**config.mk**
```make
export PLATFORM = sky130hd
export DESIGN_NAME = kci_queue
export DESIGN_NICKNAME = d
export VERILOG_FILES = /design/src/hw/rtl/kci_pkg.sv /design/src/hw/rtl/kci_queue.sv
export SDC_FILE = /design/constraint.sdc
export NUM_CORES = 1
export LEC_CHECK = 0
export BUFFER_PORTS_ARGS = -buffer_cell sky130_fd_sc_hd__clkbuf_2
export CORE_MARGIN = 3
export CORE_UTILIZATION = 45
export CTS_BUF_LIST = sky130_fd_sc_hd__clkbuf_4
export DETAILED_ROUTE_END_ITERATION = 10
export GPL_ROUTABILITY_DRIVEN = 0
export PLACE_DENSITY = 0.7
export SYNTH_ARGS = -nofsm -noshare
export SYNTH_HDL_FRONTEND = slang
export SYNTH_SLANG_ARGS = --single-unit
```
**constraint.sdc**
```tcl
create_clock -name clk -period 7.7 [get_ports clk]
set_input_delay 0.385 -clock clk [delete_from_list [all_inputs] [get_ports clk]]
set_output_delay 0.385 -clock clk [all_outputs]
set_load 0.05 [all_outputs]
```
**src/hw/rtl/kci_pkg.sv**
```systemverilog
// ----------------------------------------------------------------------------
// kci_pkg: shared types and constants for the keyframe color interpolator
// Keyframe entry layout, queue item, status codes and back-end states.
// ----------------------------------------------------------------------------
`default_nettype none

package kci_pkg;

  localparam int MAX_KEYS    = 32;
  localparam int KEY_AW      = $clog2(MAX_KEYS);
  localparam int KEY_CW      = $clog2(MAX_KEYS + 1);
  localparam int TIME_W      = 15;
  localparam int COL_W       = 13;
  localparam int MOD_W       = 11;
  localparam int BMOD_W      = 12;
  localparam int SCALE_W     = 12;
  localparam int PH_W        = 13;
  localparam int STAT_W      = 3;
  localparam int SUM_W       = 26;
  localparam int PROD_W      = 35;
  localparam int QUEUE_DEPTH = 2;
  localparam int QUEUE_AW    = $clog2(QUEUE_DEPTH);
  localparam int QUEUE_CW    = $clog2(QUEUE_DEPTH + 1);

  localparam logic [TIME_W-1:0]  DAY_END     = 15'd23040;
  localparam logic [COL_W-1:0]   ONE_Q12     = 13'd4096;
  localparam logic [BMOD_W-1:0]  BMOD_RESET  = 12'd256;
  localparam logic [BMOD_W-1:0]  BMOD_MAX    = 12'd4095;
  localparam logic [SCALE_W-1:0] SCALE_RESET = 12'd256;

  typedef enum logic {
    FUNC_APPEND = 1'b0,
    FUNC_QUERY  = 1'b1
  } func_t;

  typedef enum logic [STAT_W-1:0] {
    STAT_OK       = 3'd0,
    STAT_FULL     = 3'd1,
    STAT_EMPTY    = 3'd2,
    STAT_SINGLE   = 3'd3,
    STAT_BAD_ENDS = 3'd4,
    STAT_NO_SEG   = 3'd5
  } status_t;

  typedef struct packed {
    logic [COL_W-1:0] red;
    logic [COL_W-1:0] green;
    logic [COL_W-1:0] blue;
  } rgb_t;

  typedef struct packed {
    logic [TIME_W-1:0] tod;
    rgb_t              color;
    logic [MOD_W-1:0]  band_mod;
    rgb_t              band;
  } key_entry_t;

  typedef struct packed {
    func_t      func;
    key_entry_t key;
  } item_t;

  typedef enum logic [3:0] {
    BK_IDLE,
    BK_DISPATCH,
    BK_SGL_W,
    BK_SGL,
    BK_CHK0_W,
    BK_CHK0,
    BK_CHKN_W,
    BK_CHKN,
    BK_SCAN_W,
    BK_SCAN,
    BK_DIV_INIT,
    BK_DIV,
    BK_LERP,
    BK_STORE,
    BK_MODFIN
  } back_state_t;

endpackage

`default_nettype wire

```
**src/hw/rtl/kci_queue.sv**
```systemverilog
// ----------------------------------------------------------------------------
// kci_queue: short item queue between front and back
// Two-entry FIFO that lets the front take an item while the back is busy.
// ----------------------------------------------------------------------------
`default_nettype none

module kci_queue (
  input  wire logic           clk,
  input  wire logic           rst_n,
  input  wire logic           push,
  input  wire kci_pkg::item_t push_item,
  output logic                full,
  input  wire logic           pop,
  output kci_pkg::item_t      head,
  output logic                empty
);
  import kci_pkg::*;

  item_t                slots_r [QUEUE_DEPTH];
  logic [QUEUE_AW-1:0]  wr_ptr_r, wr_ptr_nxt;
  logic [QUEUE_AW-1:0]  rd_ptr_r, rd_ptr_nxt;
  logic [QUEUE_CW-1:0]  count_r, count_nxt;
  logic                 do_push, do_pop;

  assign full    = (count_r == QUEUE_CW'(QUEUE_DEPTH));
  assign empty   = (count_r == '0);
  assign head    = slots_r[rd_ptr_r];
  assign do_push = push && !full;
  assign do_pop  = pop && !empty;

  always_comb begin
    wr_ptr_nxt = wr_ptr_r;
    rd_ptr_nxt = rd_ptr_r;
    count_nxt  = count_r;
    if (do_push) begin
      wr_ptr_nxt = (wr_ptr_r == QUEUE_AW'(QUEUE_DEPTH - 1)) ? '0 : wr_ptr_r + 1'b1;
    end
    if (do_pop) begin
      rd_ptr_nxt = (rd_ptr_r == QUEUE_AW'(QUEUE_DEPTH - 1)) ? '0 : rd_ptr_r + 1'b1;
    end
    if (do_push && !do_pop) begin
      count_nxt = count_r + 1'b1;
    end else if (do_pop && !do_push) begin
      count_nxt = count_r - 1'b1;
    end
  end

  always_ff @(posedge clk) begin
    if (!rst_n) begin
      wr_ptr_r <= '0;
      rd_ptr_r <= '0;
      count_r  <= '0;
    end else begin
      wr_ptr_r <= wr_ptr_nxt;
      rd_ptr_r <= rd_ptr_nxt;
      count_r  <= count_nxt;
    end
  end

  always_ff @(posedge clk) begin
    if (do_push) begin
      slots_r[wr_ptr_r] <= push_item;
    end
  end

endmodule

`default_nettype wire

```
======== Word-level counts from Yosys, hierarchy flattened ========
Memories as Yosys holds them, arrays and structs flattened. A register that Yosys moved wholly into a read port is not among the register bits.
Index checks and enable logic that the tools add are counted.
W data, S select, Z words.
word-level totals
  bits in registers ....................... 4
  RAM bits ................................ 210
  memories ................................ 1
memories
  name     words  width  rd ports  clocked after memory_dff  wr ports  RTL line         RTL
  slots_r  2      105    1         1                         1         kci_queue.sv:19  item_t slots_r [QUEUE_DEPTH];
operators by class
  $add $sub $neg .......................... 4
  equal/unequal tests ..................... 1
  mux-type cells .......................... 8
  reduce and logical (&&, ||, !) cells .... 10
operators with widths
  cell                   count
  $mux W1                6
  $logic_and A1 B1 Y1    4
  $logic_not A1 Y1       4
  $mux W2                2
  $add A1 B1 Y1 const B  2
  $add A2 B1 Y2 const B  1
  $eq A2 B2 Y1 const B   1
  $logic_not A2 Y1       1
  $reduce_bool A2 Y1     1
  $sub A2 B1 Y2 const B  1

======== Logic depth before layout (Yosys ltp) ========
  depth in word-level cells ............... 7
  mapped depth ............................ 7
  mapped depth without buffers ............ 7

======== Least setup slack after synthesis ========
No wires, ideal clock.
  path kind ............................... flip-flop to flip-flop
  start point ............................. register count_r[0]
  end point ............................... memory slots_r[0][0] (netlist bit) (enable)
  library setup time ...................... 0.551 ns
  arrival ................................. 4.756 ns
  data required time ...................... 7.149 ns
  slack ................................... 2.393 ns
  stages on the path, launching flop included .. 4
  period minus slack after synthesis ...... 5.307 ns
  cells stage by stage .................... dfxtp_1 nand2b_1 inv_2 nor3_2
between the ends
  word-level cells in the longest chain between the ends .. 5
ends and longest elaborated chain
  item                           RTL line         RTL
  start: declaration             kci_queue.sv:22  logic [QUEUE_CW-1:0] count_r, count_nxt;
  start signal: assignment       kci_queue.sv:56  count_r <= count_nxt;
  $eq A2 B2 Y1                   kci_queue.sv:25  assign full = (count_r == QUEUE_CW'(QUEUE_DEPTH));
  named net full                 kci_queue.sv:12  output logic full,
  $logic_not A1 Y1               kci_queue.sv:28  assign do_push = push && !full;
  $logic_and A1 B1 Y1            kci_queue.sv:28
  $mux W1                        kci_queue.sv:61  if (do_push) begin
  $mux W1 (implied by the code)  kci_queue.sv:62  slots_r[wr_ptr_r] <= push_item;
  end: declaration               kci_queue.sv:19
The timed path passes the listed nets, and every way through them passes these cells.

==> impl_results.md <==
- Run status: complete, no violations
- Post-Syn Nets: 462
- CTS Hold Bufs: 106
- Die W: 139.8 um
- Net Sw Frac: 0.3811
- Setup TNS: 0 ps
- Worst slew pin tran: 1092 ps
- RSZ-0062 raised after global routing: false
- Post-route antenna net violation count: 0
- Largest cells by area after synthesis: edfxtp_1, mux2_4, mux2_2
- Grt total ovfl: 0
- Core area: 0.01742 mm^2
- Net Sw Power: 1.474 mW
- Area share of the largest cell type after synthesis: 0.7822
- Cell family with most CP delay: buffers and inverters
- Post-CTS sizing: 0
- Crit start category: register
- Share of total power in combinational logic: 0.368
- Area Growth Syn to Fin: 36.91%
- TritonCTS clock tree: yes
- Most instantiated library cell after synthesis: edfxtp_1
- Post-layout util: 0.6337
- Delay of the slowest cell on the worst path: 950 ps
- Num CTS Buffers: 54
- Synthesis Warnings: 0
- Kind of end point of the critical path: output pin
- I/O pins: 216
- Clock Latency Late Sink: 600 ps
- Iter 0 DRT Violations: 157
- Cells along the critical path: buf_4 > mux2_2 > clkbuf_2
- Clock power frac: 0.233
- DR WL/cell: 16.52 um
- P_int: 2.393 mW
- DRT Pass-1 Iters: 4
- Peak VDD IR: 250.4 uV
- Tcrit/Tclk final: 0.4447
- Final Critical Period: 3424 ps
- Number of diodes: 0
- Vias: 4640
- Critical path's slowest cell: buf_4
- DRC viols: 0
- Root buffer cell: clkbuf_4
- Fill cells: 1263
- Worst Path Arrival: 3040 ps
- I/O Buffers: 215
- Max-Slew Margin vs Limit: 0.2722
- Post-synth top flop: edfxtp_1
- H-tree depth: 2
- Post-synth top cells: edfxtp_1, mux2_2, mux2_4
- Worst Path Max Fanout: 72
- First-pass GRT wire length: 25720 um
- Initial Utilization: 0.4629
- Max-slew violation count: 0
- Syn avg cell area: 22.90 um^2
- Nets: 831
- Mapped Area: 0.008061 mm^2
- Seq/Total Area, Yosys: 0.7947
- DR vias/cell: 4.715
- FP Rows: 48
- Antenna violations before repair: 0
- Routed WL: 16260 um
- Vias in the first global route: 5191
- Die Footprint: 0.01956 mm^2
- Final Hold Viols: 0
- Post-DP HPWL: 9802 um
- Worst Clk Skew: 23.86 ps
- Area leader, netlist: edfxtp_1
- Leak Pwr: 4.370 nW
- Total GRT Usage: 0.1644
- Pwr dens: 350.3 mW/mm^2
- Buffer and inverter count on the worst path: 2
- Post-CTS setup buffer count: 0
- Post-synth ARST share: 0
- Share of layout cells above drive strength 1: 0.5349
- Clock Pin Slew Worst Setup and Hold Paths: 60 ps
- Max clock buf depth: 3
- Distinct cells, synth: 24
- Setup Crit Path Kind: reg2out
- EDFF count, synth: 210
- Hold Path Class: in2reg
- Max_cap viols: 0
- # setup viols final: 0
- Syn Inst Count: 352
- Largest net degree at the start of global routing: 73
- Sequential share of power: 0.399
- Die H: 139.8 um
- Clk sinks: 215
- FF+latch count, synth: 215
- Fmax: 292.0 MHz
- Worst Path Required: 7320 ps
## layout by cell type (no fill, tap or decap), types with 2 or more instances in the layout
| cell type | netlist | final |
|---|---|---|
| mux2_2 | 55 | 55 |
| clkinv_1 | 0 | 16 |
| dlygate4sd3_1 | 0 | 106 |
| buf_4 | 0 | 4 |
| clkinv_2 | 0 | 2 |
| clkbuf_4 | 0 | 75 |
| and2_1 | 3 | 3 |
| dfxtp_1 | 5 | 4 |
| mux2_4 | 50 | 50 |
| edfxtp_1 | 210 | 210 |
| xnor2_1 | 2 | 2 |
| clkbuf_2 | 0 | 215 |
| nor2_1 | 2 | 2 |
## cell type report
type / instances / area, um^2 / area share
sequential: 215 / 6410 / 0.5808
timing repair buffer: 325 / 2167 / 0.1964
multi-input combinational: 123 / 1508 / 0.1366
clock buffer: 75 / 563.0 / 0.05101
tap: 225 / 281.5 / 0.02551
clock inverter: 19 / 100.1 / 0.009069
inverter: 2 / 7.507 / 0.0006802
## kinds of logic (layout without fill, tap and decap cells)
kind of cell,Yosys count,count (layout),synth area share
multiplexers,105,105,0.1700
flip-flops,215,215,0.7947
buffers and inverters,14,421,0.01971
XOR/XNOR,3,3,0.003260
AND/OR/NAND/NOR,9,9,0.006831
adder cells (fa/ha/maj),1,1,0.001552
AO/OA/AOI/OAI,5,5,0.004035
## layer usage
layer | global-route usage | part of all wire | vias up
met1 | 0.2022 | 0.41 | 2244
met3 | 0.05464 | 0.076 | 29
li1 | - | - | 2166
met5 | 0 | 0 | -
met4 | 0.05915 | 0.016 | 0
met2 | 0.2730 | 0.50 | 201
## metrics by stage
| step | setup slack (ps) | area [um^2] | hold slack, ps | cells | power [mW] |
|---|---|---|---|---|---|
| final | 4276 | 11040 | 163.1 | 984 | 3.867 |
| after global routing | 4037 | 11040 | 106.2 | 984 | 4.054 |
| after CTS | 4167 | 11040 | 86.05 | 984 | 3.913 |
| after detailed placement | 4867 | 9313 | 531.6 | 784 | 2.957 |
| after global placement | 4890 | 9313 | 495.1 | 784 | 2.933 |
| after floorplan | 2393 | 8061 | 483.3 | 352 | 2.720 |
## state kept, by name (all words and copies together), names as in the netlist, named ones only
signal and cells:
count_r 2, rd_ptr_r 1, slots_r 210, wr_ptr_r 1
## worst paths after layout
| kind | from | to | slack [ps] | cells after the start |
|---|---|---|---|---|
| setup / recovery | register | head[17] | 4280 | 3 |
| hold / removal | push | wr_ptr_r | 160 | 3 |
| setup reg to reg | count_r[0] | slots_r[1][4] | 5260 | 3 |
| hold reg to reg | count_r[1] | count_r[1] | 560 | 2 |
## tightest hold or removal path: cells and delay by family
| kind | cells | cell delay, ps |
|---|---|---|
| AO/OA/AOI/OAI | 2 | 240 |
| buffers and inverters | 1 | 100 |
## power groups by stage
stage / logic, mW / clock network (mW) / registers (mW)
4_1_cts: 1.43 / 0.934 / 1.55
3_3_place_gp: 1.37 / 0 / 1.56
5_1_grt: 1.49 / 1.01 / 1.56
2_1_floorplan: 1.18 / 0 / 1.54
6_report: 1.42 / 0.899 / 1.54
3_5_place_dp: 1.39 / 0 / 1.57
No activity file was read; power rests on OpenSTA's default activity.
