**src/hw/rtl/kci_pkg.sv**
```systemverilog
// ----------------------------------------------------------------------------
// kci_pkg: shared types and constants for the keyframe color interpolator
// Keyframe entry layout, queue item, status codes and back-end states.
// ----------------------------------------------------------------------------
`default_nettype none

package kci_pkg;

  localparam int MAX_KEYS    = 32;
  localparam int KEY_AW      = $clog2(MAX_KEYS);
  localparam int KEY_CW      = $clog2(MAX_KEYS + 1);
  localparam int TIME_W      = 15;
  localparam int COL_W       = 13;
  localparam int MOD_W       = 11;
  localparam int BMOD_W      = 12;
  localparam int SCALE_W     = 12;
  localparam int PH_W        = 13;
  localparam int STAT_W      = 3;
  localparam int SUM_W       = 26;
  localparam int PROD_W      = 35;
  localparam int QUEUE_DEPTH = 2;
  localparam int QUEUE_AW    = $clog2(QUEUE_DEPTH);
  localparam int QUEUE_CW    = $clog2(QUEUE_DEPTH + 1);

  localparam logic [TIME_W-1:0]  DAY_END     = 15'd23040;
  localparam logic [COL_W-1:0]   ONE_Q12     = 13'd4096;
  localparam logic [BMOD_W-1:0]  BMOD_RESET  = 12'd256;
  localparam logic [BMOD_W-1:0]  BMOD_MAX    = 12'd4095;
  localparam logic [SCALE_W-1:0] SCALE_RESET = 12'd256;

  typedef enum logic {
    FUNC_APPEND = 1'b0,
    FUNC_QUERY  = 1'b1
  } func_t;

  typedef enum logic [STAT_W-1:0] {
    STAT_OK       = 3'd0,
    STAT_FULL     = 3'd1,
    STAT_EMPTY    = 3'd2,
    STAT_SINGLE   = 3'd3,
    STAT_BAD_ENDS = 3'd4,
    STAT_NO_SEG   = 3'd5
  } status_t;

  typedef struct packed {
    logic [COL_W-1:0] red;
    logic [COL_W-1:0] green;
    logic [COL_W-1:0] blue;
  } rgb_t;

  typedef struct packed {
    logic [TIME_W-1:0] tod;
    rgb_t              color;
    logic [MOD_W-1:0]  band_mod;
    rgb_t              band;
  } key_entry_t;

  typedef struct packed {
    func_t      func;
    key_entry_t key;
  } item_t;

  typedef enum logic [3:0] {
    BK_IDLE,
    BK_DISPATCH,
    BK_SGL_W,
    BK_SGL,
    BK_CHK0_W,
    BK_CHK0,
    BK_CHKN_W,
    BK_CHKN,
    BK_SCAN_W,
    BK_SCAN,
    BK_DIV_INIT,
    BK_DIV,
    BK_LERP,
    BK_STORE,
    BK_MODFIN
  } back_state_t;

endpackage

`default_nettype wire

```
**src/hw/rtl/kci_front.sv**
```systemverilog
// ----------------------------------------------------------------------------
// kci_front: command intake
// Takes a command, saturates its time of day and queues it for the back end.
// ----------------------------------------------------------------------------
`default_nettype none

module kci_front (
  input  wire logic                          start,
  output logic                               busy,
  input  wire logic                          in_func,
  input  wire logic [kci_pkg::TIME_W-1:0]    in_time_of_day,
  input  wire logic [kci_pkg::COL_W-1:0]     in_key_red,
  input  wire logic [kci_pkg::COL_W-1:0]     in_key_green,
  input  wire logic [kci_pkg::COL_W-1:0]     in_key_blue,
  input  wire logic [kci_pkg::MOD_W-1:0]     in_key_band_mod,
  input  wire logic [kci_pkg::COL_W-1:0]     in_key_band_red,
  input  wire logic [kci_pkg::COL_W-1:0]     in_key_band_green,
  input  wire logic [kci_pkg::COL_W-1:0]     in_key_band_blue,
  input  wire logic                          q_full,
  output logic                               q_push,
  output kci_pkg::item_t                     q_item
);
  import kci_pkg::*;

  assign busy   = q_full;
  assign q_push = start && !q_full;

  always_comb begin
    q_item.func             = func_t'(in_func);
    // Times past the end of the day clamp to midnight at the end.
    q_item.key.tod          = (in_time_of_day > DAY_END) ? DAY_END : in_time_of_day;
    q_item.key.color.red    = in_key_red;
    q_item.key.color.green  = in_key_green;
    q_item.key.color.blue   = in_key_blue;
    q_item.key.band_mod     = in_key_band_mod;
    q_item.key.band.red     = in_key_band_red;
    q_item.key.band.green   = in_key_band_green;
    q_item.key.band.blue    = in_key_band_blue;
  end

endmodule

`default_nettype wire

```
**config.mk**
```make
export PLATFORM = sky130hd
export DESIGN_NAME = kci_front
export DESIGN_NICKNAME = d
export VERILOG_FILES = /design/src/hw/rtl/kci_pkg.sv /design/src/hw/rtl/kci_front.sv
export SDC_FILE = /design/constraint.sdc
export NUM_CORES = 1
export LEC_CHECK = 0
export BUFFER_PORTS_ARGS = -buffer_cell sky130_fd_sc_hd__buf_2
export CAP_MARGIN = 25
export CORE_AREA = 4 4 80 82
export DETAILED_ROUTE_END_ITERATION = 6
export DIE_AREA = 0 0 84 86
export PLACE_DENSITY = 0.68
export SLEW_MARGIN = 10
export SYNTH_ARGS = -nofsm -noshare
export SYNTH_HDL_FRONTEND = slang
export SYNTH_SLANG_ARGS = --single-unit
```
**constraint.sdc**
```tcl
create_clock -name vclk -period 4.4
set_clock_uncertainty 0.2 [all_clocks]
set_input_delay 1.32 -clock vclk [all_inputs]
set_output_delay 1.32 -clock vclk [all_outputs]
set_load 0.01 [all_outputs]
```
* Word-level counts from Yosys, hierarchy flattened
Index checks and enable logic that the tools add are counted.
Cells by class: add/sub/neg operators 0, $mul 0, divide/modulo/power cells 0, $lt $le $gt $ge 1, equal/unequal tests 0, shift-type cells 0, multiplexer cells 1, bitwise gates (word level) 0, reduce and logical (&&, ||, !) cells 2
Operator list (count):
- 15-bit > comparator (second input constant) | 1
- 15-bit two-way mux | 1
- 1-bit logical AND | 1
- 1-bit logical NOT | 1
Word-level totals: register bits after elaboration 0, latch bits 0, memory bits (writable) 0, memory bits (read-only) 0, input bits 107, output and inout port bits 107, memories kept 0

* Logic depth before layout (Yosys ltp)
Gate-level depths: netlist (run 1).
depth in word-level cells 2, depth in mapped cells 4, depth with buffers taken out 3

* Worst setup path before layout (run 1)
OpenSTA, ideal clock, no wires.
path type input to output, from input in_time_of_day[13] (netlist name), to output q_item[89] (netlist name), data arrival time 2.256 ns, setup slack 0.624 ns, stages on the path 3, path buffers 0, path through or4_1 > nor4_1 > o21a_1
RTL lines:
- from (decl) | RTL line kci_front.sv:11 | input wire logic [kci_pkg::TIME_W-1:0] in_time_of_day,
- to (decl) | RTL line kci_front.sv:21 | output kci_pkg::item_t q_item

==> out/qor.yml, run 1 <==
synth_top_family_by_area: "buffers and inverters"
antenna_found_initial: 0
rsz0062_at_grt: "no"
synthMuxAreaShare_pct: 0
p_total_w: 0.0000359
drtPass1Iterations: 2
routed_wl_um: 1610
ctsResizeCount: 0
fin_tns_setup_ns: 0
initial_core_util_pct: 14.6
synthCells: 115
n_antenna_cell: 0
fmax_mhz: 247
die-area_mm2: 0.00722
drv_slew: 0
synth_compound_area_share_pct: 2.69
seq_area_frac_synth_pct: 0
die_h_um: 86
arrival_ns: 2.52
syn_area_per_cell_um2: 7.29
status: "finished, final reports clean"
fin_crit_ns: 4.04
ys_warn_count: 0
synth_area_um2: 838
synth.net_count: 222
syn_to_final_growth_pct: -50.0
grt_max_degree: 11
design_area_um2: 419
drive_gt1_share_pct: 61.4
path_max_fanout: 10
min-delay-start: "in_key_band_blue[11]"
synthXorXnorAreaFrac_pct: 0
powerDensity_mw_per_mm2: 85.5
p_comb_share_pct: 100.0
power.share.sequential_pct: 0
final_cells: 132
drtAntennaViolNets: 0
grt_use_total_pct: 3.71
setup_viol: 0
grt_pass1_vias: 436
grt_pass1_wl_um: 2210
avgViaCountPerCell: 3.09
end_kind: "output pin"
post_cts_buffers: 0
nNetsFinal: 166
critical_path_class: "in -> out"
critPathLaunchType: "input port"
swShare_pct: 49.0
post-place-cells: 132
coreArea_mm2: 0.00575
synth_simple_gate_area_share_pct: 14.9
slew_headroom_pct: 78.0
placementRows: 28
hold_buffers: 0
p_int_w: 0.0000183
hold_violations: 0
tightest_slew_ns: 0.326
wl_per_cell_um: 12.2
gr-total-overflow: 0
drtIter0Drc: 4
io_pins: 214
cp.required_ns: 2.88
synthAdderAreaFrac_pct: 0
p_leak_nw: 0.203
power.switching_w: 0.0000176
cap_violations: 0
design.seq.count: 0
place_area_um2: 419
hold_depth: 0
ys_types: 13
period_share_pct: 91.9
post-route-util_pct: 7.30
peakVddDrop_mv: 0.0399
die_w_um: 84
hold_class: "in -> out"
io_buffers: 34
regArea_um2: 0
drcViolationCount: 0
nClkBuffers: 0
place_congestion: 0.725
clkPwrFrac_pct: 0
whs_endpoint: "q_item[11]"
num_vias: 408
synthesized netlist by cell type:
cell type | n | area (µm²)
buf_4 | 91 | 683
and2_1 | 9 | 56.3
clkbuf_1 | 2 | 7.51
nor2b_1 | 2 | 12.5
or2b_1 | 2 | 15.0
or4_1 | 2 | 15.0
nand2_1 | 1 | 3.75
nand2b_1 | 1 | 6.26
nor4_1 | 1 | 6.26
o211a_1 | 1 | 10.0
o21a_1 | 1 | 7.51
o21ai_0 | 1 | 5.00
or4b_1 | 1 | 10.0
cell families after synthesis:
group / after synthesis
buffers and inverters: 93
AND/OR/NAND/NOR: 19
AO/OA/AOI/OAI: 3
final cells by class:
type                            count  area, µm²
Tap cell                           75       93.8
Timing Repair Buffer               35        178
Fill cell                         691       5330
Multi-Input combinational cell     22        148
power by group through the flow:
stage,registers (W),logic [W],clock network (W)
floorplan,0,0.000100,0
finish,0,0.0000359,0
global route,0,0.0000397,0
CTS,0,0.0000366,0
detailed placement,0,0.0000365,0
global placement,0,0.0000360,0
worst max-delay path: stages:
cell,delay (ns)
buf_2,0.11
o211a_1,0.21
o21ai_0,0.28
buf_4,0.22
or2b_1,0.24
buf_2,0.14
placed cells by master, fill, tap and decap left out, drive strengths merged:
cell    netlist  routed
buf          91      35
or4           2       2
or2b          2       2
nor4          1       1
o21a          1       1
and2          9       9
nand2         1       1
nor2b         2       2
o21ai         1       1
nand2b        1       1
o211a         1       1
or4b          1       1
stage by stage:
stage / setup WS, ns / hold slack [ns]
2_1_floorplan: 0.624 / 2.49
3_3_place_gp: 0.388 / 2.44
3_5_place_dp: 0.348 / 2.44
4_1_cts: 0.353 / 2.44
5_1_grt: 0.299 / 2.44
6_report: 0.356 / 2.44
worst max-delay path by stage:
| stage | startpoint | endpoint | slack (ns) | cells after the start |
|---|---|---|---|---|
| 3_5_place_dp | in_time_of_day[10] | q_item[98] | 0.35 | 6 |
| 5_1_grt | in_time_of_day[10] | q_item[98] | 0.30 | 6 |
| 4_1_cts | in_time_of_day[10] | q_item[98] | 0.35 | 6 |
| 6_report | in_time_of_day[10] | q_item[98] | 0.36 | 6 |
| 3_3_place_gp | in_time_of_day[13] | q_item[89] | 0.39 | 5 |
| 2_1_floorplan | in_time_of_day[13] | q_item[89] | 0.62 | 3 |
routing by layer:
| layer | routed length [µm] | GRT usage, % | vias up |
|---|---|---|---|
| met4 | 299 | 7.46 | 0 |
| met3 | 349 | 2.02 | 50 |
| met1 | 416 | 3.24 | 149 |
| met5 | 0 | 0 | - |
| li1 | - | - | 149 |
| met2 | 542 | 4.12 | 60 |
Note: power is estimated with default switching activity, not from simulation.
==> run 2: changes to the inputs <==
--- a/config.mk
+++ b/config.mk
@@ -7,10 +7,10 @@
 export LEC_CHECK = 0
 export BUFFER_PORTS_ARGS = -buffer_cell sky130_fd_sc_hd__buf_2
 export CAP_MARGIN = 25
-export CORE_AREA = 4 4 80 82
+export CORE_AREA = 4 4 81 83
 export DETAILED_ROUTE_END_ITERATION = 6
-export DIE_AREA = 0 0 84 86
-export PLACE_DENSITY = 0.68
+export DIE_AREA = 0 0 85 87
+export PLACE_DENSITY = 0.69
 export SLEW_MARGIN = 10
 export SYNTH_ARGS = -nofsm -noshare
 export SYNTH_HDL_FRONTEND = slang
==> constraint.sdc (replaced) <==
create_clock -name vclk -period 3.6
set_clock_uncertainty 0.2 [all_clocks]
set_input_delay 1.08 -clock vclk [all_inputs]
set_output_delay 1.08 -clock vclk [all_outputs]
set_load 0.01 [all_outputs]
==> run 2 against run 1 <==
Effect of this change: cell area is the same; cell count is the same; die area is 2.4% higher; via count down 3.9%; worst hold slack got worse by 0.48 ns; global-route usage rose by 0.39 points; count of clock-buffer cells in the layout unchanged; non-clock buffer count did not move; core utilization is 0.13 points lower; first-iteration DRC count grew 25%; worst setup slack got worse by 0.27 ns; critical path depth down 1; critical endpoint is now q_item[89].
==> out/qor.yml, run 2 (synthesis gave the netlist of run 1 again) <==
initial_core_util_pct: 14.3
hold_violations: 0
num_vias: 392
placementRows: 28
critPathLaunchType: "input port"
antenna_found_initial: 0
p_leak_nw: 0.203
slew_headroom_pct: 85.1
design.seq.count: 0
min-delay-start: "in_func"
fin_crit_ns: 3.52
post-place-cells: 132
routed_wl_um: 1850
period_share_pct: 97.7
grt_use_total_pct: 4.10
drtAntennaViolNets: 0
regArea_um2: 0
end_kind: "output pin"
fmax_mhz: 284
die_w_um: 85
fillCellCount: 695
ctsResizeCount: 0
grt_max_degree: 13
drive_gt1_share_pct: 61.4
grt_pass1_vias: 394
post_cts_buffers: 0
final_cell_mix: "34 x buf_2, 9 x and2_1, 2 x nor2b_1, 2 x or2b_1, 2 x or4_1"
gr-total-overflow: 0
whs_endpoint: "q_item[104]"
hold_class: "in -> out"
nNetsFinal: 166
hold_depth: 0
die_h_um: 87
arrival_ns: 2.24
grt_pass1_wl_um: 2410
io_buffers: 34
tightest_slew_ns: 0.222
dp_hpwl_um: 1610
fin_tns_setup_ns: 0
die-area_mm2: 0.00740
setup_viol: 0
powerDensity_mw_per_mm2: 104
final_cells: 132
nClkBuffers: 0
n_antenna_cell: 0
rsz0062_at_grt: "no"
drcViolationCount: 0
place_congestion: 0.684
drtIter0Drc: 5
cp.required_ns: 2.32
cap_violations: 0
final_common_cell: "buf_2"
drv_slew: 0
avgViaCountPerCell: 2.97
coreArea_mm2: 0.00585
path_max_fanout: 3
io_pins: 214
syn_to_final_growth_pct: -50.0
critical_path_class: "in -> out"
status: "finished, final reports clean"
hold_buffers: 0
peakVddDrop_mv: 0.0212
wl_per_cell_um: 14.0
drtPass1Iterations: 3
-- run 2: cell counts in the layout (fill, tap and decap cells not counted) --
Identical to the previous run, type by type.
-- run 2: final cells by class --
type | count | area, µm² | area share [%]
well taps | 75 | 93.8 | 22.4
repair buffers | 35 | 178 | 42.4
multi-input cells | 22 | 148 | 35.2
-- run 2: critical path: stages --
cell	delay (ns)
buf_2	0.12
or4_1	0.52
nor4_1	0.27
o21a_1	0.14
buf_2	0.12
-- run 2: how the worst max path moves through the flow --
stage	startpoint	endpoint	cells past startpoint
floorplan	in_time_of_day[13]	q_item[89]	3
global placement	in_time_of_day[13]	q_item[89]	5
detailed placement	in_time_of_day[13]	q_item[89]	5
CTS	in_time_of_day[13]	q_item[89]	5
global route	in_time_of_day[10]	q_item[100]	6
finish	in_time_of_day[13]	q_item[89]	5
-- run 2: where the power goes --
group | switching [W] | internal (W)
registers | 0 | 0
clock network | 0 | 0
logic | 0.0000214 | 0.0000224
total | 0.0000214 | 0.0000224
-- run 2: metal layers --
metal	GRT usage, %	share of wire (%)
met1	3.09	23
met2	3.81	35
met3	4.16	24
met4	8.06	18
met5	0	0
-- run 2: metrics by stage --
stage | area [µm²] | total power (W) | worst slack [ns] | hold slack [ns] | util [%]
2_1_floorplan | 838 | 0.000123 | 0.304 | 2.01 | -
3_3_place_gp | 419 | 0.0000440 | 0.0998 | 1.96 | 7.16
3_5_place_dp | 419 | 0.0000443 | 0.0710 | 1.96 | 7.16
4_1_cts | 419 | 0.0000445 | 0.0737 | 1.96 | 7.16
5_1_grt | 419 | 0.0000483 | 0.0291 | 1.96 | 7.16
6_report | 419 | 0.0000438 | 0.0814 | 1.96 | 7.16
